## config.mk

```make
export PLATFORM = sky130hd
export DESIGN_NAME = pcxd_ctrl
export DESIGN_NICKNAME = d
export VERILOG_FILES = /design/src/sv/pcxd_pkg.sv /design/src/sv/pcxd_ctrl.sv
export SDC_FILE = /design/constraint.sdc
export NUM_CORES = 1
export LEC_CHECK = 0
export ABC_AREA = 1
export BUFFER_PORTS_ARGS = -buffer_cell sky130_fd_sc_hd__buf_2
export CAP_MARGIN = 20
export CORE_AREA = 2 2 39 41
export DETAILED_ROUTE_END_ITERATION = 10
export DIE_AREA = 0 0 41 43
export PLACE_DENSITY = 0.52
export SKIP_LAST_GASP = 1
export SLEW_MARGIN = 20
export SYNTH_ARGS = -nofsm -noshare
export SYNTH_HDL_FRONTEND = slang
export SYNTH_SLANG_ARGS = --single-unit
export TNS_END_PERCENT = 1
```

## constraint.sdc

```tcl
create_clock -name clk -period 1.3 [get_ports clk]
set_input_delay 0.065 -clock clk [delete_from_list [all_inputs] [get_ports clk]]
set_output_delay 0.065 -clock clk [all_outputs]
set_load 0.02 [all_outputs]
```

## src/sv/pcxd_pkg.sv

```systemverilog
package pcxd_pkg;

	// result status codes
	localparam logic [2:0] ST_OK         = 3'd0;
	localparam logic [2:0] ST_NOT_READY  = 3'd1;
	localparam logic [2:0] ST_BAD_MARKER = 3'd2;
	localparam logic [2:0] ST_BAD_HEADER = 3'd3;
	localparam logic [2:0] ST_CLIPPED    = 3'd4;

	// file format constants
	localparam logic [7:0] PCX_VERSION = 8'd5;
	localparam logic [7:0] PCX_BPP     = 8'd8;
	localparam logic [7:0] PCX_MARKER  = 8'd12;
	localparam logic [6:0] HDR_LAST    = 7'd127;
	localparam logic [7:0] PAL_LAST    = 8'd255;

	// command codes
	localparam logic CMD_LOAD  = 1'b0;
	localparam logic CMD_FETCH = 1'b1;

	// controller to datapath
	typedef struct packed {
		logic load;
		logic fetch;
		logic run_wr;
		logic chk;
		logic out_load;
	} pcxd_cmd_t;

	// datapath to controller
	typedef struct packed {
		logic hdr_last;
		logic run_go;
		logic ready;
		logic cnt_last;
		logic hit;
		logic cand_last;
		logic out_free;
	} pcxd_stat_t;

endpackage

```

## src/sv/pcxd_ctrl.sv

```systemverilog
module pcxd_ctrl import pcxd_pkg::*; (
	input  logic       clk,
	input  logic       arst_n,
	input  logic       in_valid,
	input  logic       command,
	input  pcxd_stat_t stat,
	output logic       in_stall,
	output pcxd_cmd_t  cmd
);

	typedef enum logic [2:0] {
		S_IDLE,
		S_SETUP,
		S_RUN,
		S_CHK,
		S_FIN
	} state_t;

	state_t state_q;
	state_t state_d;

	assign in_stall = (state_q != S_IDLE);

	// next state and commands
	always_comb begin
		state_d = state_q;
		cmd     = '0;
		unique case (state_q)
			S_IDLE: begin
				if (in_valid) begin
					if (command == CMD_LOAD) begin
						cmd.load = 1'b1;
						if (stat.hdr_last) begin
							state_d = S_SETUP;
						end else if (stat.run_go) begin
							state_d = S_RUN;
						end
					end else if (stat.ready) begin
						cmd.fetch = 1'b1;
						state_d   = S_CHK;
					end else begin
						state_d = S_FIN;
					end
				end
			end
			S_SETUP: begin
				state_d = S_IDLE;
			end
			S_RUN: begin
				cmd.run_wr = 1'b1;
				if (stat.cnt_last) begin
					state_d = S_IDLE;
				end
			end
			S_CHK: begin
				cmd.chk = 1'b1;
				if (stat.hit || stat.cand_last) begin
					state_d = S_FIN;
				end
			end
			S_FIN: begin
				if (stat.out_free) begin
					cmd.out_load = 1'b1;
					state_d      = S_IDLE;
				end
			end
			default: begin
				state_d = S_IDLE;
			end
		endcase
	end

	// state register
	always_ff @(posedge clk or negedge arst_n) begin
		if (!arst_n) begin
			state_q <= S_IDLE;
		end else begin
			state_q <= state_d;
		end
	end

endmodule

```

# Word-level counts from Yosys, hierarchy flattened
# Cells that the tools add are included.
# word_totals
out_inout_bits,6
register_bits,3
word_cells,31
# classes
n_mux,18
reduce_logical,4
n_eq_ne,8
# ops
op,n
$mux 3,8
$pmux 3 s4,1
$ne 2x2->1 const B,4
$mux 1,7
$eq 3x2->1 const B,2
$reduce_and 5->1,1
$mux 2,2
$ne 4x4->1 const B,1
$eq 3x3->1 const B,1
$logic_not 3->1,1
$reduce_bool 3->1,1
$logic_or 1x1->1,1

# Logic depth before layout (Yosys ltp)
# logic_depth
word_depth,5
ltp_mapped,7
depth_no_buf,7

# Worst setup path after synthesis
# Ideal clock, no wire load.
# synth_timing
path_kind,register to output
startpoint,register state_q[1]
endpoint,output port cmd[3] (netlist bit)
n_path_buf,0
path_slack_ns,0.091
path_stages_with_launch,4
required_ns,1.235
arrival_time_ns,1.144
cell_sequence,dfrtp_1 > nor2_2 > nand2_4 > nor3_1
# synth_lines
element,line,rtl
start: declaration,pcxd_ctrl.sv:19,state_t state_q;
start signal: assignment,pcxd_ctrl.sv:78,state_q <= state_d;
end: declaration,pcxd_ctrl.sv:8,output pcxd_cmd_t cmd

==> results.md <==
- PortBufs: 16
- Drt wl/cell: 7.54 um
- Die W: 41 um
- Cell area after synthesis: 293 um^2
- Via count: 324
- Internal: 473 uW
- Critical path launch point type: flop
- Hold WC Path Type: in2reg
- Endpoints failing setup: 0
- CTS tree: yes
- Synth Area in XOR/XNOR: 0
- Design Power: 903 uW
- Max reg flops: 3
- Syn Area/Cell: 6.97 um^2
- Final Max Slew Viols: 0
- DRC Markers: 0
- Worst-Margin Slew: 0.322 ns
- Registers with the most flip-flops: state_q x3
- Clock share of power: 0.170
- Gate power share: 0.603
- Crit path launch: state_q[1]$_DFFE_PN0P_
- Yosys reg bits: 3
- 1st-pass router iterations: 4
- TritonCTS Buffers: 3
- Met1 Usage GRT: 0.0777
- Post-layout util: 0.315
- Unrepaired setup endpoints after global routing: yes
- Critical path type: reg2out
- Share of cells above drive strength 1: 0.508
- Leakage: 0.000244 uW
- Starting Density: 0.212
- Initial antenna violation count: 0
- Syn_nets: 53
- WP data required: 1.24 ns
- Post-synthesis mux area share: 0
- Rel. slew slack: 0.784
- Post-synthesis sequential area ratio: 0.256
- Via density: 4.10
- First-pass GRT wire length: 1020 um
- Hold WS: 0.109 ns
- Hold-critical path depth: 4
- Sequential cell fraction of total power: 0.227
- CP arrival: 1.18 ns
- Hpwl dp: 530 um
- Synth Area in Adders: 0
- Antenna cells: 0
- FP Rows: 14
- Combinational family with the most area after synthesis: simple AND/OR/NAND/NOR gates
- Clock Tree Root: clkbuf_4
- Final ANT Viol Nets: 0
- Total GRT Usage: 0.0805
- Post-CTS setup buffers: 0
- Clock-pin slew on the worst setup and hold paths: 0.03 ns
- DP Area: 393 um^2
- DR iter-0 viols: 1
- DIE HEIGHT: 43 um
- Synth Area in Compound Gates: 0.120
- Crit. End Element: primary output
- WL final: 596 um
- Number of different library cells in the post-synthesis netlist: 16
- I/O Pins: 17
- Core footprint: 1380 um^2
- Fin. Hold Viols: 0
- Clk sink count: 3
- GP Congestion: 0.766
- Gr ovfl total: 0
- Psw: 429 uW
- Die area: 1760 um^2
- Reg with most FFs: state_q
- Worst r2r path cells: 6
- FF-to-FF Start: state_q[1]$_DFFE_PN0P_
- PwrDens: 2070 nW/um^2
- Tmin final: 1.24 ns
- Max Cap Violations: 0
- Met2 Use GR: 0.156
- Peak supply drop: 0.000488 V
- Largest net degree at the start of global routing: 8
- FMAX: 806 MHz
- H-Tree Depth: 1
- Nets: 75
- Final instance area: 435 um^2
- Hold_sp: stat[2]
- Met3 usage: 0.0157
- Gr busiest metal: met2
- Worst-skew pair later-pin latency: 0.22 ns
- Ys Warns: 0
- Worst-path maximum fanout: 7
- Clock skew: 0.00190 ns
- Vias in the first global route: 309
- Outcome: complete, no violations
- Post-synthesis instance total: 42
- Max Root-Sink Buffers: 2
- Switching Fraction: 0.476
- Post-Synth Simple-Gate Area: 0.521
- Fin crit share: 0.954
- Layout area overhead: 48.7%
==> per-layer routing <==
layer | wire, um | share of wire
met2 | 317 | 0.53
met5 | 0 | 0
met1 | 246 | 0.41
met4 | 0 | 0
met3 | 32 | 0.054
==> cell type report <==
class | count | area, um^2
Timing Repair Buffer | 17 | 90.1
Tap cell | 16 | 20.0
Multi-Input combinational cell | 31 | 193
Inverter | 8 | 30.0
Sequential cell | 3 | 76.3
Fill cell | 161 | 948
Clock buffer | 4 | 26.3
==> cell families after synthesis <==
logic type | Yosys count
buffers and inverters | 8
AND/OR/NAND/NOR | 28
flip-flops | 3
AO/OA/AOI/OAI | 3
==> through the flow <==
| stage | std cells | worst slack (ns) | setup TNS (ns) |
|---|---|---|---|
| 2_1_floorplan | 42 | 0.0911 | 0 |
| 3_3_place_gp | 74 | 0.182 | 0 |
| 3_5_place_dp | 74 | 0.176 | 0 |
| 4_1_cts | 79 | 0.0159 | 0 |
| 5_1_grt | 79 | -0.0188 | -0.0267 |
| 6_report | 79 | 0.0592 | 0 |
==> what timing repair did <==
item,4_1_cts,5_1_grt
gates resized for setup,0,2
setup endpoints to repair,0,3
hold buffers,1,0
endpoints found under the hold margin,3,0
==> cell usage after synthesis <==
| cell | n | area (um^2) |
|---|---|---|
| a21oi_1 | 1 | 5.00 |
| dfrtp_1 | 3 | 75.1 |
| inv_1 | 7 | 26.3 |
| inv_2 | 1 | 3.75 |
| nand2_1 | 7 | 26.3 |
| nand2_2 | 3 | 18.8 |
| nand2_4 | 1 | 11.3 |
| nand3_1 | 3 | 15.0 |
| nand3_2 | 1 | 10.0 |
| nor2_1 | 4 | 15.0 |
| nor2_2 | 3 | 18.8 |
| nor2_4 | 1 | 11.3 |
| nor3_1 | 4 | 20.0 |
| o21bai_2 | 1 | 11.3 |
| o21bai_4 | 1 | 18.8 |
| or2_1 | 1 | 6.26 |
==> power groups by stage <==
stage | sequential (uW) | clock (uW) | combinational, uW
6_report | 205 | 153 | 545
3_5_place_dp | 195 | 0 | 543
2_1_floorplan | 187 | 0 | 417
5_1_grt | 213 | 173 | 606
3_3_place_gp | 194 | 0 | 542
4_1_cts | 194 | 160 | 547
==> worst paths after layout <==
path / slack [ns] / endpoint
setup / recovery: 0.06 / cmd[3]
hold / removal: 0.11 / state_q[0]$_DFFE_PN0P_
setup reg to reg: 0.20 / state_q[0]$_DFFE_PN0P_
hold reg to reg: 0.65 / state_q[0]$_DFFE_PN0P_
max in group asynchronous: 1.01 / state_q[0]$_DFFE_PN0P_
min in group asynchronous: 0.17 / state_q[2]$_DFFE_PN0P_
==> worst max-delay path, stage by stage (launching register included) <==
cell,delay (ns)
dfrtp_1,0.41
nor2_4,0.15
nand2_4,0.08
nor3_1,0.12
buf_2,0.19
==> cell usage in the layout (no fill, tap or decap) <==
| master | count |
|---|---|
| or2_1 | 1 |
| nand3_1 | 3 |
| clkbuf_1 | 1 |
| nor2_4 | 2 |
| o21bai_2 | 1 |
| nand2_1 | 7 |
| dfrtp_1 | 2 |
| dfrtp_2 | 1 |
| clkbuf_4 | 3 |
| o21bai_4 | 1 |
| nand3_2 | 1 |
| nor2_1 | 4 |
| nand2_2 | 3 |
| dlygate4sd3_1 | 1 |
| buf_2 | 16 |
| inv_1 | 7 |
| nor2_2 | 2 |
| nand2_4 | 1 |
| nor3_1 | 4 |
| inv_2 | 1 |
| a21oi_1 | 1 |
Note: power is estimated with default switching activity, not from simulation.
